**src/hw/rtl/assert_macros.svh**
```systemverilog
// Assertion macros shared by the RTL.
// No dependencies; define ASSERT_OFF to compile the checks out.
`ifndef ASSERT_MACROS_SVH
`define ASSERT_MACROS_SVH

`ifndef ASSERT_OFF
`define ASSERT_PROP(label, clk, rst_n, prop) \
    label: assert property (@(posedge clk) disable iff (!rst_n) (prop)) \
        else $error("assertion failed");
`define ASSERT_NEXT(label, clk, rst_n, pre, post) \
    label: assert property (@(posedge clk) disable iff (!rst_n) (pre) |=> (post)) \
        else $error("assertion failed");
`else
`define ASSERT_PROP(label, clk, rst_n, prop)
`define ASSERT_NEXT(label, clk, rst_n, pre, post)
`endif

`endif

```
**src/hw/rtl/ivm_pkg.sv**
```systemverilog
// Shared types, widths, register codes and sensitivity tables for the
// IMU vector magnitude pipeline. No dependencies.
package ivm_pkg;

    localparam int RAW_W = 16;
    localparam int SQ_W  = 32;
    localparam int DIV_W = 18;
    localparam int MAG_W = 28;
    localparam int RNG_W = 2;

    localparam logic CFG_GYRO  = 1'b0;
    localparam logic CFG_ACCEL = 1'b1;

    localparam logic REQ_ACCEL = 1'b0;
    localparam logic REQ_GYRO  = 1'b1;

    // counts per unit, in tenths
    localparam logic [DIV_W-1:0] GYRO_TENTHS [4] = '{
        18'd1310, 18'd655, 18'd328, 18'd164
    };
    localparam logic [DIV_W-1:0] ACCEL_TENTHS [4] = '{
        18'd163840, 18'd81920, 18'd40960, 18'd20480
    };

    typedef struct packed {
        logic             vld;
        logic [DIV_W-1:0] div;
    } t_tag;

    function automatic logic [DIV_W-1:0] divisor_tenths(
        input logic             req_type,
        input logic [RNG_W-1:0] gyro_range,
        input logic [RNG_W-1:0] accel_range
    );
        logic [DIV_W-1:0] d;
        if (req_type == REQ_GYRO) begin
            d = GYRO_TENTHS[gyro_range];
        end else begin
            d = ACCEL_TENTHS[accel_range];
        end
        return d;
    endfunction

endpackage

```
**src/hw/rtl/ivm_sqsum.sv**
```systemverilog
// Two-stage sum of squares of three signed axis counts.
// Depends on ivm_pkg.
module ivm_sqsum (
    input  logic                               i_clk,
    input  logic                               i_rst_n,
    input  logic                               i_en,
    input  ivm_pkg::t_tag                      i_tag,
    input  logic signed [ivm_pkg::RAW_W-1:0]   i_raw_x,
    input  logic signed [ivm_pkg::RAW_W-1:0]   i_raw_y,
    input  logic signed [ivm_pkg::RAW_W-1:0]   i_raw_z,
    output ivm_pkg::t_tag                      o_tag,
    output logic        [ivm_pkg::SQ_W-1:0]    o_sum
);
    import ivm_pkg::*;

    logic signed [2*RAW_W-1:0] w_px, w_py, w_pz;
    logic [SQ_W-2:0] r_sx, r_sy, r_sz;
    logic [SQ_W-1:0] r_sum;
    t_tag r_tag1, r_tag2;

    assign w_px = (2*RAW_W)'(i_raw_x) * (2*RAW_W)'(i_raw_x);
    assign w_py = (2*RAW_W)'(i_raw_y) * (2*RAW_W)'(i_raw_y);
    assign w_pz = (2*RAW_W)'(i_raw_z) * (2*RAW_W)'(i_raw_z);

    always_ff @(posedge i_clk) begin
        if (!i_rst_n) begin
            r_tag1.vld <= 1'b0;
            r_tag2.vld <= 1'b0;
        end else if (i_en) begin
            r_tag1 <= i_tag;
            r_tag2 <= r_tag1;
        end
    end

    always_ff @(posedge i_clk) begin
        if (i_en) begin
            r_sx  <= w_px[SQ_W-2:0];
            r_sy  <= w_py[SQ_W-2:0];
            r_sz  <= w_pz[SQ_W-2:0];
            r_sum <= SQ_W'(r_sx) + SQ_W'(r_sy) + SQ_W'(r_sz);
        end
    end

    assign o_tag = r_tag2;
    assign o_sum = r_sum;

endmodule

```
**config.mk**
```make
export PLATFORM = sky130hd
export DESIGN_NAME = ivm_sqsum
export DESIGN_NICKNAME = d
export VERILOG_FILES = /design/src/hw/rtl/assert_macros.svh /design/src/hw/rtl/ivm_pkg.sv /design/src/hw/rtl/ivm_sqsum.sv
export SDC_FILE = /design/constraint.sdc
export NUM_CORES = 2
export LEC_CHECK = 0
export BUFFER_PORTS_ARGS = -buffer_cell sky130_fd_sc_hd__buf_2
export CAP_MARGIN = 5
export CORE_MARGIN = 5
export CORE_UTILIZATION = 65
export DETAILED_ROUTE_END_ITERATION = 16
export PLACE_DENSITY = 0.9
export SYNTH_ARGS = -nofsm -noshare
export SYNTH_HDL_FRONTEND = slang
export SYNTH_SLANG_ARGS = --single-unit
```
**constraint.sdc**
```tcl
create_clock -name i_clk -period 7.4 [get_ports i_clk]
set_input_delay 0.37 -clock i_clk [delete_from_list [all_inputs] [get_ports i_clk]]
set_output_delay 0.37 -clock i_clk [all_outputs]
set_load 0.01 [all_outputs]
```
==> out/results.ini <==
[die]
fp.dieH_um=235
initial_core_util=0.657
row_count=82
core_area_mm2=0.0502
fp.dieW_um=235
io_pins=121
die_area_mm2=0.0553

[cts]
ctsHoldBuffers=0
tritoncts=yes
cts.sinks=160
cts-buffers-inserted=17
cts-resized-gates=0
clk_latency_ns=0.43
clockBufferDepth=2
post-cts-setup-buffer-count=0
path_clk_slew_ns=0.07
cts-root-buf=clkbuf_16
h-tree-depth=4

[status]
status=complete, no violations

[placement]
place.gp.congestion=0.962
pre_cts_slack_ns=0.694
hpwl_mm=60.5
place_inst=4032
numPortBuffers=120
placed_area_mm2=0.0342

[synth]
synth.area.mux_share=0.00163
synth_top_family_by_area=adder cells
syn_area_mm2=0.0329
synth-simple-area-share=0.0834
synth_compound_area_frac=0.0585
syn_avg_cell_area_um2=9.98
synth-main-ff-cell=edfxtp_1
yosys-top-cells-area=fa_1 (44%), edfxtp_1 (14%), inv_1 (11%)
synth_xor_area_frac=0.0420
synth_adder_area_share=0.547
yosysSeqAreaShare=0.145
postSynthCellCount=3303
yosys.area.top_type=fa_1
ys_ff_latch=160
synth_top_area_share=0.437
yosys_warnings=0
synth-edff-count=158
synth.distinct_cells=67
synthArstFlopShare=0

[cells_and_area]
syn_to_final_growth_pct=5.56
seq_area_mm2=0.00478
final_nets=4458
layout-drive-gt1-share=0.0551
finalInstanceArea_mm2=0.0348
multiInputGateArea_mm2=0.0241
fin_cells=4066
nFillCells=3353
layout_commonest_cell=inv_1
final_cell_mix=inv_1 (993), fa_1 (719), ha_1 (290), nand2_1 (262), edfxtp_1 (158)

[detailed_routing]
wl_per_cell_um=17.9
drt_iter0_drc=1683
via_per_inst=5.56
vias=22624
antenna_left=0
first_pass_iters=5
wl_mm=72.7
drc=0

[critical_path]
startpoint_type=input pin
worstPathMaxFanout=20
cpMaxStageDelayCell=fa_1
worst_ep_required_time_ns=7.58
cp.arrival_ns=6.52
crit_path_cell_trace=buf_2 > and2_1 > fa_1 > inv_1 > fa_1 > inv_1 > fa_1 > fa_1 > fa_1 > inv_1 > fa_1 > inv_1 > ha_1 > o21a_1 > nor2_1 > a211oi_1 > a211oi_1 > o21a_1 > o2111ai_1 > a21oi_1 > xnor2_1
path_common_cell=fa_1
cp-end-kind=register
path_class=input pin to register
cpPeakStageDelay_ns=0.76

[timing]
hold_viol=0
rsz0062_at_grt=false
timing.final.crit_share=0.856
tightest_slew_ns=0.894
slew_viol_final=0
max_freq_mhz=158
fin_setup_tns_ns=0
worst_slack_ns=1.06
maxSlewHeadroom=0.404
setup_violations=0
skew_ns=0.0102
period_minus_slack_ns=6.34

[global_route]
gr-total-overflow=0
grt_first_pass_wirelength_mm=123
grt_usage=0.273
grt_max_degree=70
grt_antenna_before_repair=3
grt_pass1_vias=25339

[min_path]
hold_class=input pin to register

[flow_run]
maxCapViolCount=0

cell usage after synthesis (4+ instances only):
cell type and n:
clkinv_1 6, nand2_1 262, or2_2 8, edfxtp_1 158
a21o_1 32, nor2_1 157, fa_1 719, clkbuf_1 70
o21ai_0 21, inv_1 993, o211ai_1 10, a21oi_1 96
a211oi_1 15, o21a_1 19, o21bai_1 24, and3_1 13
nand2b_1 13, nor3_1 13, and2_1 94, nand3_1 17
xor2_1 32, nand4_1 8, xnor2_1 126, o41ai_1 4
nor2b_1 16, a31oi_1 6, a31o_2 9, o21ai_1 12
ha_1 290
per-layer routing:
layer	vias up	GRT usage	wire length (um)
li1	9963	-	-
met1	11296	0.345	26600
met2	1088	0.475	36700
met3	275	0.0422	5880
met4	2	0.109	3500
met5	-	0	13
state kept, by name, indices dropped and copies added, names as in the netlist:
signal / flops
o_sum: 32
r_sx: 30
r_sy: 30
r_sz: 30
o_tag: 19
r_tag1: 19
per-stage QoR:
step            util  hold WS [ns]
6_report       0.693         0.120
2_1_floorplan      -         0.400
3_3_place_gp   0.681         0.400
4_1_cts        0.693         0.109
3_5_place_dp   0.681         0.405
5_1_grt        0.693         0.106
cell families (layout without fill, tap and decap cells):
family / Yosys count / after routing
AOI/OAI and AO/OA: 287 / 287
muxes: 5 / 5
DFF: 160 / 160
xor gates and xnor gates: 158 / 158
other: 1 / 5
and+or+nand+nor: 611 / 611
adders and majority gates: 1009 / 1009
buffers and inverters: 1072 / 1159
worst max-delay path, delay by kind of cell:
kind | cells | cell delay [ns]
AO/OA/AOI/OAI | 6 | 1.15
XOR/XNOR | 1 | 0.08
adder cells (fa/ha/maj) | 7 | 3.79
buffers and inverters | 5 | 0.71
AND/OR/NAND/NOR | 2 | 0.40
worst paths after layout:
path,from,end,slack [ns],cells past startpoint
max,i_raw_y[1],r_sy[30]$_DFFE_PP_,1.06,21
min,i_tag[12],r_tag1[12]$_DFFE_PP_,0.12,1
max reg2reg,r_sx[12]$_DFFE_PP_,o_sum[31]$_DFFE_PP_,3.68,11
min reg2reg,r_tag1[8]$_DFFE_PP_,o_tag[8]$_DFFE_PP_,0.42,0
layout make-up:
| type | count | share of cell area |
|---|---|---|
| repair buffers | 126 | 0.0186 |
| inverters | 1001 | 0.108 |
| well taps | 672 | 0.0242 |
| multi-input cells | 2073 | 0.694 |
| flip-flops and latches | 160 | 0.138 |
| clock inverters | 15 | 0.00493 |
| diodes | 2 | 0.000144 |
| clock buffers | 17 | 0.0122 |
Power is not shown: default switching activity piles up to over one toggle a cycle in this logic, so the estimate is an artifact.
