==> config.mk <==
export PLATFORM = sky130hd
export DESIGN_NAME = ivm_cdiv
export DESIGN_NICKNAME = d
export VERILOG_FILES = /design/src/hw/rtl/assert_macros.svh /design/src/hw/rtl/ivm_pkg.sv /design/src/hw/rtl/ivm_cdiv.sv
export SDC_FILE = /design/constraint.sdc
export NUM_CORES = 2
export LEC_CHECK = 0
export BUFFER_PORTS_ARGS = -buffer_cell sky130_fd_sc_hd__buf_4
export CORE_MARGIN = 10
export CORE_UTILIZATION = 42
export CTS_BUF_LIST = sky130_fd_sc_hd__clkbuf_4 sky130_fd_sc_hd__clkbuf_8 sky130_fd_sc_hd__clkbuf_16
export DETAILED_ROUTE_END_ITERATION = 12
export SETUP_SLACK_MARGIN = 0.4
export SLEW_MARGIN = 20
export SYNTH_ARGS = -nofsm -noshare
export SYNTH_HDL_FRONTEND = slang
export SYNTH_SLANG_ARGS = --single-unit
==> constraint.sdc <==
create_clock -name i_clk -period 14.6 [get_ports i_clk]
set_clock_uncertainty 0.1 [all_clocks]
set_input_delay 0 -clock i_clk [delete_from_list [all_inputs] [get_ports i_clk]]
set_output_delay 0 -clock i_clk [all_outputs]
set_load 0.02 [all_outputs]
==> src/hw/rtl/assert_macros.svh <==
// Assertion macros shared by the RTL.
// No dependencies; define ASSERT_OFF to compile the checks out.
`ifndef ASSERT_MACROS_SVH
`define ASSERT_MACROS_SVH

`ifndef ASSERT_OFF
`define ASSERT_PROP(label, clk, rst_n, prop) \
    label: assert property (@(posedge clk) disable iff (!rst_n) (prop)) \
        else $error("assertion failed");
`define ASSERT_NEXT(label, clk, rst_n, pre, post) \
    label: assert property (@(posedge clk) disable iff (!rst_n) (pre) |=> (post)) \
        else $error("assertion failed");
`else
`define ASSERT_PROP(label, clk, rst_n, prop)
`define ASSERT_NEXT(label, clk, rst_n, pre, post)
`endif

`endif

==> src/hw/rtl/ivm_pkg.sv <==
// Shared types, widths, register codes and sensitivity tables for the
// IMU vector magnitude pipeline. No dependencies.
package ivm_pkg;

    localparam int RAW_W = 16;
    localparam int SQ_W  = 32;
    localparam int DIV_W = 18;
    localparam int MAG_W = 28;
    localparam int RNG_W = 2;

    localparam logic CFG_GYRO  = 1'b0;
    localparam logic CFG_ACCEL = 1'b1;

    localparam logic REQ_ACCEL = 1'b0;
    localparam logic REQ_GYRO  = 1'b1;

    // counts per unit, in tenths
    localparam logic [DIV_W-1:0] GYRO_TENTHS [4] = '{
        18'd1310, 18'd655, 18'd328, 18'd164
    };
    localparam logic [DIV_W-1:0] ACCEL_TENTHS [4] = '{
        18'd163840, 18'd81920, 18'd40960, 18'd20480
    };

    typedef struct packed {
        logic             vld;
        logic [DIV_W-1:0] div;
    } t_tag;

    function automatic logic [DIV_W-1:0] divisor_tenths(
        input logic             req_type,
        input logic [RNG_W-1:0] gyro_range,
        input logic [RNG_W-1:0] accel_range
    );
        logic [DIV_W-1:0] d;
        if (req_type == REQ_GYRO) begin
            d = GYRO_TENTHS[gyro_range];
        end else begin
            d = ACCEL_TENTHS[accel_range];
        end
        return d;
    endfunction

endpackage

==> src/hw/rtl/ivm_cdiv.sv <==
// Scales the root by ten and divides by the selected sensitivity in tenths,
// one quotient bit per stage, then saturates into the output register.
// Depends on ivm_pkg.
module ivm_cdiv #(
    parameter int FRAC_BITS = 16
) (
    input  logic                                   i_clk,
    input  logic                                   i_rst_n,
    input  logic                                   i_en,
    input  ivm_pkg::t_tag                          i_tag,
    input  logic [ivm_pkg::RAW_W+FRAC_BITS-1:0]    i_root,
    output logic                                   o_vld,
    output logic [ivm_pkg::MAG_W-1:0]              o_mag
);
    import ivm_pkg::*;

    localparam int R  = RAW_W + FRAC_BITS;
    localparam int NW = R + 4;

    logic [NW-1:0]    r_n0;
    t_tag             r_tag0;
    logic [NW-1:0]    r_nq  [NW];
    logic [DIV_W-1:0] r_rem [NW];
    t_tag             r_tag [NW];
    logic [NW-1:0]    w_quo;
    logic [MAG_W-1:0] w_mag;
    logic [MAG_W-1:0] r_mag;
    logic             r_vld;

    always_ff @(posedge i_clk) begin
        if (!i_rst_n) begin
            r_tag0.vld <= 1'b0;
        end else if (i_en) begin
            r_tag0 <= i_tag;
        end
    end

    // root * 10 = root * 8 + root * 2
    always_ff @(posedge i_clk) begin
        if (i_en) begin
            r_n0 <= NW'({i_root, 3'b000}) + NW'({i_root, 1'b0});
        end
    end

    // dividend bits shift out at the top while quotient bits shift in below
    for (genvar k = 0; k < NW; k++) begin : g_stage
        logic [NW-1:0]    p_nq;
        logic [DIV_W-1:0] p_rem;
        t_tag             p_tag;
        logic [DIV_W:0]   trial, diff;
        logic             ge;

        if (k == 0) begin : g_first
            assign p_nq  = r_n0;
            assign p_rem = '0;
            assign p_tag = r_tag0;
        end else begin : g_next
            assign p_nq  = r_nq[k-1];
            assign p_rem = r_rem[k-1];
            assign p_tag = r_tag[k-1];
        end

        assign trial = {p_rem, p_nq[NW-1]};
        assign ge    = (trial >= {1'b0, p_tag.div});
        assign diff  = trial - {1'b0, p_tag.div};

        always_ff @(posedge i_clk) begin
            if (!i_rst_n) begin
                r_tag[k].vld <= 1'b0;
            end else if (i_en) begin
                r_tag[k] <= p_tag;
            end
        end

        always_ff @(posedge i_clk) begin
            if (i_en) begin
                r_nq[k]  <= {p_nq[NW-2:0], ge};
                r_rem[k] <= ge ? diff[DIV_W-1:0] : trial[DIV_W-1:0];
            end
        end
    end

    assign w_quo = r_nq[NW-1];

    if (NW > MAG_W) begin : g_sat
        assign w_mag = (|w_quo[NW-1:MAG_W]) ? '1 : w_quo[MAG_W-1:0];
    end else begin : g_nosat
        assign w_mag = MAG_W'(w_quo);
    end

    always_ff @(posedge i_clk) begin
        if (!i_rst_n) begin
            r_vld <= 1'b0;
        end else if (i_en) begin
            r_vld <= r_tag[NW-1].vld;
        end
    end

    always_ff @(posedge i_clk) begin
        if (i_en) begin
            r_mag <= w_mag;
        end
    end

    assign o_vld = r_vld;
    assign o_mag = r_mag;

endmodule

==> run_results.csv <==
group,metric,value,unit
worst_setup_path,slowest_delay,0.88,ns
cts,cts_max_level,5,
worst_setup_path,cp_data_required_time,15.25,ns
outcome,outcome,"finished, final reports clean",
cells_and_area,stdcell_count,12800,
timing,tightest_slew,1.15,ns
cells_and_area,syn_to_final_growth,13.6,%
grt,grt.total_usage,14.3,%
power,p_leak,51.1,nW
floorplanning,rows,195,
power,p_per_area,199,nW/um^2
timing,timing.fmax,200,MHz
placement,dp_cells,12200,
worst_setup_path,slowest_stage,"buf_4",
cts,clk_pin_slew,0.06,ns
power,p_int,18.5,mW
worst_setup_path,path_cells,"dlygate4sd3_1 -> buf_16 -> buf_4 -> buf_4 -> buf_4 -> buf_4 -> buf_4 -> mux2i_1 -> nor2b_1 -> dlygate4sd3_1",
logic_synthesis,synth_edf_count,2637,
worst_setup_path,worst-setup-path-type,"input port to flip-flop",
grt,grt_antenna_before_repair,7,
floorplanning,core,282000,sq um
worst_setup_path,critPathCaptureType,"flip-flop",
cts,cts_tree,"built",
logic_synthesis,async_reset_ff_share,0,%
logic_synthesis,ys_seq_area_share,66.7,%
timing,relSlewSlack,23.4,%
grt,grt_pass1_wl,362000,um
logic_synthesis,syn_inst,8409,
power,p_comb_share,32.5,%
cells_and_area,most-common-layout-cells,"edfxtp_1, inv_1, ha_1",
cts,cts_max_path_buffers,4,
route,drt_first_pass_iters,5,
cts,numCtsBuffers,289,
worst_setup_path,regToRegSetupSlack,10.85,ns
logic_synthesis,ys_warn_count,0,
route,avgViaCountPerCell,5.18,
route,detail_route.wl_per_cell,17.8,um
cells_and_area,layout_commonest_cell,"edfxtp_1",
worst_setup_path,critical_path.top_delay_family,"buffers and inverters",
grt,grt-ovfl-total,0,
floorplanning,start_util,42.1,%
logic_synthesis,synth.net_count,9159,
power,switchingPower,8.32,mW
cells_and_area,n_fill_cell,24200,
logic_synthesis,syn_area,119000,sq um
power,seqPwrFrac,40.7,%
route,final_antenna_net_count,0,
route,vias,66300,
cts,cts-root-buf,"clkbuf_16",
worst_hold_path,hp-class,"input port to flip-flop",
logic_synthesis,synth_cell_type_count,91,
timing,setup_tns,0,ns
worst_setup_path,cp-start-kind,"input port",
grt,grt_pass1_vias,66800,
job,maxCapViolCount,0,
cells_and_area,nets,9595,
floorplanning,die_area,305000,sq um
floorplanning,ios,83,
timing,hold_viol_final,0,
logic_synthesis,synth_seq_cells,2640,
grt,grt_max_degree,171,
power,power_frac_clock,26.8,%
timing,setup_viol_count_final,0,
worst_setup_path,critical_path.most_common_cell,"buf_4",
power,sw_frac_of_total,31.0,%
placement,place.gp.congestion,0.884,
floorplanning,fp.dieW,552,um
worst_setup_path,crit_arrival,5.64,ns
route,drc,0,
timing,min_period_over_period,34.2,%
cells_and_area,layout-drive-gt1-share,11.6,%
cts,numClockSinks,2640,
timing,finalCriticalPeriod,4.99,ns
power,ir_worst_vdd,0.107,mV
logic_synthesis,syn_avg_cell_area,14.1,sq um
route,wl,227000,um
timing,rsz0062_at_grt,"false",
worst_setup_path,path_buf_inv,8,
placement,dpl.hpwl,158000,um
route,dr.first_iter.drc_count,4420,
logic_synthesis,ys.flop_type,"edfxtp_1",
worst_setup_path,crit_path_max_fanout,145,
floorplanning,fp.dieH,552,um
placement,port_buffers,82,
cts,clkLatencyLatePin,0.87,ns
timing,drv_slew,0,
[tightest hold or removal path: cells and delay by family]
kind	cells	cell delay, ns
buffers and inverters	2	0.78
and+or+nand+nor	1	0.20
[cell type report]
cell class | count | area (sq um) | area share (%)
well taps | 3743 | 4680 | 3.47
multi-input cells | 4848 | 36200 | 26.8
clock buffers | 352 | 7860 | 5.82
repair buffers | 254 | 2330 | 1.72
flip-flops and latches | 2640 | 79200 | 58.7
inverters | 812 | 3050 | 2.26
diodes | 6 | 15.0 | 0.0111
clock inverters | 153 | 1620 | 1.20
[state kept, by name, indices dropped and copies added, names as in the netlist]
register / flops
r_rem: 630
r_tag: 666
r_nq: 1261
o_mag: 28
o_vld: 1
g_stage.p_tag: 19
g_stage.p_nq: 35
[cell usage after synthesis, types with 83 or more instances]
cell type,instances,area [sq um]
edfxtp_1,2637,79200
inv_1,811,3040
ha_1,661,8270
a21oi_1,537,2690
nand2_1,439,1650
o21ai_0,399,2000
xnor2_1,366,3210
mux2_2,343,3860
nor2_1,336,1260
a21o_1,168,1260
nand3_1,165,826
xor2_1,159,1390
nor3_1,122,611
a31oi_1,101,632
nand4_1,96,601
and3_1,83,519
[logic make-up (layout without fill, tap and decap cells)]
| kind of cell | count (synthesis) | after routing | share of synthesized area [%] |
|---|---|---|---|
| compound gates | 1734 | 1734 | 9.18 |
| xor+xnor | 525 | 525 | 3.87 |
| fa+ha+maj | 696 | 696 | 7.55 |
| buf+inv | 921 | 1571 | 2.97 |
| flops | 2640 | 2640 | 66.7 |
| mux | 393 | 393 | 3.73 |
| other cells | 0 | 6 | 0 |
| simple gates | 1500 | 1500 | 6.05 |
[routing by layer]
| layer | up-vias | global-route usage, % | part of all wire, % |
|---|---|---|---|
| met2 | 1333 | 24.4 | 48 |
| met3 | 423 | 1.96 | 3.9 |
| li1 | 32400 | - | - |
| met4 | 0 | 4.90 | 3.2 |
| met5 | - | 0 | 0 |
| met1 | 32200 | 18.9 | 44 |
[per-stage QoR]
step / setup slack, ns / hold WS [ns] / utilization, % / power, mW / cell area, sq um
final: 9.61 / 0.0908 / 47.9 / 26.8 / 135000
after detailed placement: 9.56 / 0.0796 / 44.1 / 19.7 / 124000
after global routing: 9.09 / 0.0778 / 47.9 / 28.5 / 135000
after CTS: 9.38 / 0.0000974 / 47.8 / 27.1 / 135000
after floorplan: 5.68 / -0.00113 / - / 17.5 / 119000
after global placement: 9.72 / 0.0801 / 44.1 / 19.5 / 124000
[what timing repair did]
item                                   4_1_cts  5_1_grt
resized for setup                            0        0
buffers inserted                             0        0
setup endpoints to repair                    0        0
endpoints found under the hold margin      262        0
hold buffers                               120        0
[path summary, 6_finish.rpt]
| path | endpoint | start | depth (start not counted) |
|---|---|---|---|
| max | g_stage[0].p_tag[18] | i_en | 10 |
| min | r_tag[32][18] | i_rst_n | 3 |
| max reg2reg | r_rem[32][4] | r_rem[31][0] | 10 |
| min reg2reg | r_nq[3][57] | r_nq[3][20] | 0 |
[power by group through the flow]
| stage | clock, mW | sequential (mW) | combinational (mW) |
|---|---|---|---|
| after floorplan | 0 | 10.7 | 6.83 |
| after global placement | 0 | 11.1 | 8.42 |
| after detailed placement | 0 | 11.1 | 8.57 |
| after CTS | 7.44 | 11.0 | 8.69 |
| after global routing | 7.74 | 11.0 | 9.71 |
| final | 7.20 | 10.9 | 8.71 |
No activity file was read; power rests on OpenSTA's default activity.
